`src/design/etq_pkg.sv`:
```
// Shared types, constants and helper functions for the Euler angle to
// quaternion converter. No dependencies; every other design file imports it.

package etq_pkg;

    localparam int AngleW   = 16;
    localparam int QuatW    = 16;
    localparam int CordicN  = 20;
    localparam int XyW      = 27;
    localparam int ZW       = 24;
    localparam int CsW      = 18;
    localparam int PairW    = 2 * CsW;
    localparam int TripleW  = PairW + CsW;
    localparam int SumW     = TripleW + 2;
    localparam int RoundSh  = 34;
    localparam int SatW     = SumW - RoundSh;

    localparam logic signed [XyW-1:0]   CordicGain = XyW'(10188014);
    localparam logic signed [ZW-1:0]    PiQ20      = ZW'(3294199);
    localparam logic signed [ZW-1:0]    HalfPiQ20  = ZW'(1647099);
    localparam logic signed [QuatW-1:0] OneQ14     = QuatW'(16384);

    typedef struct packed {
        logic signed [XyW-1:0] x;
        logic signed [XyW-1:0] y;
        logic signed [ZW-1:0]  z;
        logic                  flip;
    } t_lane;

    typedef struct packed {
        t_lane roll;
        t_lane pitch;
        t_lane yaw;
    } t_stage;

    typedef struct packed {
        logic signed [QuatW-1:0] w;
        logic signed [QuatW-1:0] x;
        logic signed [QuatW-1:0] y;
        logic signed [QuatW-1:0] z;
    } t_quat;

    function automatic logic signed [ZW-1:0] etq_atan(input logic [4:0] idx);
        logic signed [ZW-1:0] v;
        unique case (idx)
            5'd0:    v = ZW'(823550);
            5'd1:    v = ZW'(486170);
            5'd2:    v = ZW'(256879);
            5'd3:    v = ZW'(130396);
            5'd4:    v = ZW'(65451);
            5'd5:    v = ZW'(32757);
            5'd6:    v = ZW'(16383);
            5'd7:    v = ZW'(8192);
            5'd8:    v = ZW'(4096);
            5'd9:    v = ZW'(2048);
            5'd10:   v = ZW'(1024);
            5'd11:   v = ZW'(512);
            5'd12:   v = ZW'(256);
            5'd13:   v = ZW'(128);
            5'd14:   v = ZW'(64);
            5'd15:   v = ZW'(32);
            5'd16:   v = ZW'(16);
            5'd17:   v = ZW'(8);
            5'd18:   v = ZW'(4);
            5'd19:   v = ZW'(2);
            default: v = '0;
        endcase
        return v;
    endfunction

    // Applies the quadrant flip, then rounds Q.24 to Q.16 half upward.
    function automatic logic signed [CsW-1:0] etq_round_cs(
        input logic signed [XyW-1:0] v,
        input logic                  flip
    );
        logic signed [XyW:0] s;
        logic signed [XyW:0] t;
        s = flip ? -$signed({v[XyW-1], v}) : $signed({v[XyW-1], v});
        t = s + (XyW+1)'(128);
        return t[CsW+7:8];
    endfunction

    // Rounds a Q.48 sum to Q.14 half upward and clamps it to plus or minus one.
    function automatic logic signed [QuatW-1:0] etq_to_q14(
        input logic signed [SumW-1:0] sum
    );
        logic signed [SumW-1:0] t;
        logic signed [SatW-1:0] q;
        logic signed [QuatW-1:0] r;
        t = sum + (SumW'(1) <<< (RoundSh - 1));
        q = t[SumW-1:RoundSh];
        if (q > $signed(SatW'(OneQ14))) begin
            r = OneQ14;
        end else if (q < -$signed(SatW'(OneQ14))) begin
            r = -OneQ14;
        end else begin
            r = q[QuatW-1:0];
        end
        return r;
    endfunction

endpackage

```
`src/design/etq_cordic_cell.sv`:
```
// One CORDIC rotation step applied to the roll, pitch and yaw lanes.
// Depends on etq_pkg for the lane types and the arctangent table.

module etq_cordic_cell #(
    parameter int STEP = 0
) (
    input  logic            i_clk,
    input  logic            i_rst_n,
    input  logic            i_valid,
    input  etq_pkg::t_stage i_data,
    output logic            o_ready,
    output logic            o_valid,
    output etq_pkg::t_stage o_data,
    input  logic            i_ready
);
    import etq_pkg::*;

    localparam logic signed [ZW-1:0] Atan = etq_atan(5'(STEP));

    function automatic t_lane rotate(input t_lane a);
        t_lane r;
        logic signed [XyW-1:0] dx;
        logic signed [XyW-1:0] dy;
        dx = a.y >>> STEP;
        dy = a.x >>> STEP;
        r.flip = a.flip;
        if (a.z >= 0) begin
            r.x = a.x - dx;
            r.y = a.y + dy;
            r.z = a.z - Atan;
        end else begin
            r.x = a.x + dx;
            r.y = a.y - dy;
            r.z = a.z + Atan;
        end
        return r;
    endfunction

    logic   r_valid;
    t_stage r_data;
    t_stage n_data;

    assign o_ready = !r_valid || i_ready;

    always_comb begin
        n_data.roll  = rotate(i_data.roll);
        n_data.pitch = rotate(i_data.pitch);
        n_data.yaw   = rotate(i_data.yaw);
    end

    always_ff @(posedge i_clk) begin
        if (!i_rst_n) begin
            r_valid <= 1'b0;
        end else if (o_ready) begin
            r_valid <= i_valid;
        end
    end

    always_ff @(posedge i_clk) begin
        if (o_ready && i_valid) begin
            r_data <= n_data;
        end
    end

    assign o_valid = r_valid;
    assign o_data  = r_data;
endmodule

```
`config.mk`:
```
export PLATFORM = sky130hd
export DESIGN_NAME = etq_cordic_cell
export DESIGN_NICKNAME = d
export VERILOG_FILES = /design/src/design/etq_pkg.sv /design/src/design/etq_cordic_cell.sv
export SDC_FILE = /design/constraint.sdc
export NUM_CORES = 1
export LEC_CHECK = 0
export ABC_CLOCK_PERIOD_IN_PS = 7740
export BUFFER_PORTS_ARGS = -buffer_cell sky130_fd_sc_hd__clkbuf_2
export CAP_MARGIN = 20
export CORE_MARGIN = 2
export CORE_UTILIZATION = 45
export DETAILED_ROUTE_END_ITERATION = 12
export PLACE_DENSITY_LB_ADDON = 0.15
export SYNTH_ARGS = -nofsm -noshare
export SYNTH_HDL_FRONTEND = slang
export SYNTH_SLANG_ARGS = --single-unit
```
`constraint.sdc`:
```
create_clock -name i_clk -period 7.74 [get_ports i_clk]
set_clock_uncertainty 0.05 [all_clocks]
set_input_delay 0 -clock i_clk [delete_from_list [all_inputs] [get_ports i_clk]]
set_output_delay 0 -clock i_clk [all_outputs]
set_load 0.02 [all_outputs]
```
### After elaboration in Yosys (flattened, before gate mapping)

Index checks and enable logic that the tools add are counted.

* reductions and logical operators: 3
* $add $sub $neg: 15
* mux-type cells: 3
* order comparisons: 3

Operators with widths (number)
* $mux 78: 3
* $sub 27x27->27: 6
* $add 27x27->27: 3
* $add 24x21->24 const B: 3
* $ge 24x1->1 const B: 3
* $sub 24x21->24 const B: 3
* $logic_and 1x1->1: 1
* $logic_not 1->1: 1
* $logic_or 1x1->1: 1

* flip-flop bits (word level): 238
* bits of input ports: 241
* output and inout port bits: 239

### Logic depth before layout (Yosys ltp)

* depth after elaboration: 3
* gate-level depth with buffers: 19

### Least setup slack after synthesis

OpenSTA, ideal clock, no wires.

* kind: register to register
* start: reg r_valid, in the netlist o_valid
* end: reg r_data (netlist bit o_data[0]) (enable)
* slack: 1096 ps
* stages on the path, launching flop included: 3
* data arrival time: 5971 ps
* period minus slack after synthesis: 6644 ps
* library setup time: 623 ps
* path through: dfxtp_1 nand2b_1 and2_1

* cells in the longest elaborated chain, start to end: 3

Ends and longest elaborated chain
* start: declaration: line etq_cordic_cell.sv:39 `logic r_valid;`
* start signal: assignment: line etq_cordic_cell.sv:55 `r_valid <= i_valid;`
* $logic_not 1->1: line etq_cordic_cell.sv:43 `assign o_ready = !r_valid || i_ready;`
* $logic_or 1x1->1: line etq_cordic_cell.sv:43
* via o_ready: line etq_cordic_cell.sv:11 `output logic o_ready,`
* $logic_and 1x1->1: line etq_cordic_cell.sv:60 `if (o_ready && i_valid) begin`
* end signal: assignment: line etq_cordic_cell.sv:61 `r_data <= n_data;`
* end: declaration: line etq_cordic_cell.sv:40 `t_stage r_data;`

The timed path passes the listed nets, and every way through them passes these cells.
A chain may end at the register's enable or synchronous reset.

==> impl_results.md <==
* Met3 routed WL at 5680 um
* Syn nets at 3046
* Sw Share at 35.6%
* Site Rows at 81
* Total core area at 49100 um^2
* Seq/Total Area, Yosys at 31.5%
* Pint at 3260 uW
* Maxcap violations at 0
* Clock Latency Late Sink at 0.58 ns
* # nets final at 3609
* Most frequent cells in the layout: 479 x clkbuf_2, 300 x ha_1, 273 x a21oi_1
* Leakage Power at 0.0128 uW
* Commonest non-fill, non-tap cell in the layout: clkbuf_2
* Number of synthesized flops with an enable pin at 234
* Initial antenna violation count at 18
* Post-synthesis register bit count at 235
* Vias in the first global route at 20149
* Period utilisation layout at 71.1%
* Endpoints failing setup at 0
* Multi-input logic area at 14000 um^2
* Slew @ Worst Pin at 0.868 ns
* DRT iter0 DRCs at 1258
* RSZ-0062 raised after global routing: false
* CTS tree: built
* Main combinational cell family by area after synthesis: compound AO/OA/AOI/OAI gates
* Non-filler cells, final at 3752
* Max VDD drop at 0.167 mV
* Post-synthesis cell area at 22400 um^2
* Final Wtd Congestion at 0.935
* Critical Path Fanout Max at 61
* Hpwl dp at 55900 um
* GRT overflow at 0
* GRT Total Usage at 26.8%
* Storage element area at 7050 um^2
* CTS Root Cell: clkbuf_16
* Clock transition at path regs at 0.06 ns
* Sequential power share at 33.6%
* CTS buffer count at 30
* Clock net sink count at 235
* Die height at 227 um
* Cell Pwr Density at 183 nW/um^2
* Worst slew margin at 42.2%
* Die W at 227 um
* Flop2flop setup slack at 5.38 ns
* Via density at 5.56
* PostCTS Resize Cnt at 0
* Cts hold-fix bufs at 139
* Clock network power share at 28.8%
* Mux contribution to synthesized area at 1.48%
* Share of layout cells above drive strength 1 at 19.2%
* H-tree levels at 1
* Die ar. at 51600 um^2
* DR WL/cell at 19.2 um
* XOR/XNOR Fraction of Synth Area at 8.13%
* Gate power share at 37.6%
* Met2 WL at 34200 um
* CP Capture Type: flop
* Crit path DAT at 5.80 ns
* Fillers at 4429
* Synth warn at 0
* Fin crit period at 5.50 ns
* Placed cell count at 3549
* CP required at 8.04 ns
* Post-synth top flop: edfxtp_1
* DR DRC count at 0
* Area growth, synth to finish at 23.9%
* Async SR Flop Fraction at 0%
* Adder-cell share of the synthesized area at 17.8%
* DR vias at 20873
* Synth Area in Compound Gates at 23.1%
* Top Ports at 480
* Setup_tns at 0 ns
* Largest net degree at the start of global routing at 119
* Starting Density at 45.7%
* P_sw at 1800 uW
* Cell count after synthesis at 2493
* FMAX at 0.182 GHz
* Status: complete, no violations
* Max Used Layer: met5
* CP Launch Type: primary input
* CP Class: primary input to flop
* Post-DRT Antenna Nets at 0
* M1 WL at 29400 um
* Syn avg cell area at 8.98 um^2
* Routed WL at 72000 um
* First-pass GRT wire length at 109000 um
* Setup bufs post-CTS at 0
* Netlist cell types at 87
* Hold Path Class: primary input to flop
* Final Hold Fails at 0
* Drt first pass iters at 5
* I/O Buffers at 479
* Post-synthesis simple-gate area fraction at 11.7%
* Clk buf depth at 3
* Slew Limit Fails at 0
## final cells by class
cell class / count / share of cell area [%]
Inverter: 263 / 3.56
Clock inverter: 19 / 0.879
Multi-Input combinational cell: 1899 / 50.4
Tap cell: 664 / 2.99
Clock buffer: 35 / 2.77
Sequential cell: 235 / 25.4
Antenna cell: 10 / 0.0902
Timing Repair Buffer: 627 / 13.9
## cells by family after synthesis
| logic type | after synthesis |
|---|---|
| compound gates | 804 |
| simple gates | 542 |
| mux | 33 |
| xor+xnor | 208 |
| flops | 235 |
| fa+ha+maj | 312 |
| buf+inv | 359 |
## per-stage QoR
stage	instance area (um^2)	power (uW)	setup slack, ns	hold slack, ns	util (%)
floorplan	22400	2960	1.10	0.0489	-
global placement	25300	3500	2.84	0.128	51.6
detailed placement	25300	3520	2.74	0.129	51.6
CTS	27700	5090	2.26	0.00299	56.5
global route	27800	5320	1.86	0.0335	56.6
finish	27800	5070	2.24	0.0381	56.6
## cells in the mapped netlist, types with 6 or more instances
library cell	n	share of area [%]
o31ai_1	10	0.34
xnor2_1	171	6.7
nor4_1	20	0.56
a31o_2	6	0.23
a221oi_1	8	0.31
fa_1	12	1.1
o211ai_1	16	0.54
buf_2	17	0.38
clkbuf_1	64	1.1
inv_1	259	4.3
o22ai_1	7	0.20
and2_1	8	0.22
xor2_1	37	1.4
a211oi_1	24	0.80
o21bai_1	58	1.9
nand2_1	106	1.8
ha_1	300	17
nor2_1	193	3.2
a21o_1	89	3.0
mux2i_1	32	1.4
and3_1	11	0.31
nand3_1	22	0.49
o31a_1	8	0.31
a21boi_0	9	0.30
a311oi_1	9	0.35
o21ai_0	149	3.3
nand2b_1	34	0.95
nor3_1	46	1.0
nor2b_1	29	0.81
o21a_1	28	0.94
a21oi_1	273	6.1
o21ai_1	15	0.34
nand4_1	24	0.67
buf_1	9	0.15
or3_1	14	0.39
or2_2	8	0.22
edfxtp_1	234	31
a31oi_1	19	0.53
## per-layer routing
| layer | up-vias | GRT usage (%) |
|---|---|---|
| met5 | - | 0 |
| met4 | 16 | 10.1 |
| met3 | 161 | 6.30 |
| met2 | 764 | 45.5 |
| met1 | 9864 | 32.9 |
| li1 | 10068 | - |
## power groups by stage
stage	Combinational, uW	Clock [uW]	Sequential [uW]
floorplan	1010	0	1950
global placement	1770	0	1730
detailed placement	1790	0	1730
CTS	1890	1500	1710
global route	2070	1530	1720
finish	1910	1460	1700
## state kept, by name, summed over array words and instances, names as in the netlist
name,flops
o_valid,1
o_data,234
## worst max-delay path, stage by stage
cell and delay (ns):
dlygate4sd3_1 0.54, clkbuf_2 0.15, inv_1 0.11, ha_1 0.14, nor4b_1 0.35, nand4_1 0.24, o21ai_4 0.19, buf_4 0.56
inv_2 0.04, buf_4 0.36, ha_1 0.42, nor2b_1 0.15, o21a_1 0.18, o21a_1 0.19, o31a_1 0.25, o21ai_1 0.26
o21ai_0 0.19, a31o_2 0.31, a221oi_1 0.30, o21bai_1 0.12, xor2_1 0.14, dlygate4sd3_1 0.56
## worst paths after layout
check | from | end | cells after the start
max | i_data[182] | o_data[182] | 22
min | i_data[208] | o_data[235] | 4
max reg2reg | o_valid | o_data[33] | 3
min reg2reg | o_valid | o_data[203] | 2
(Power assumes the default switching activity.)
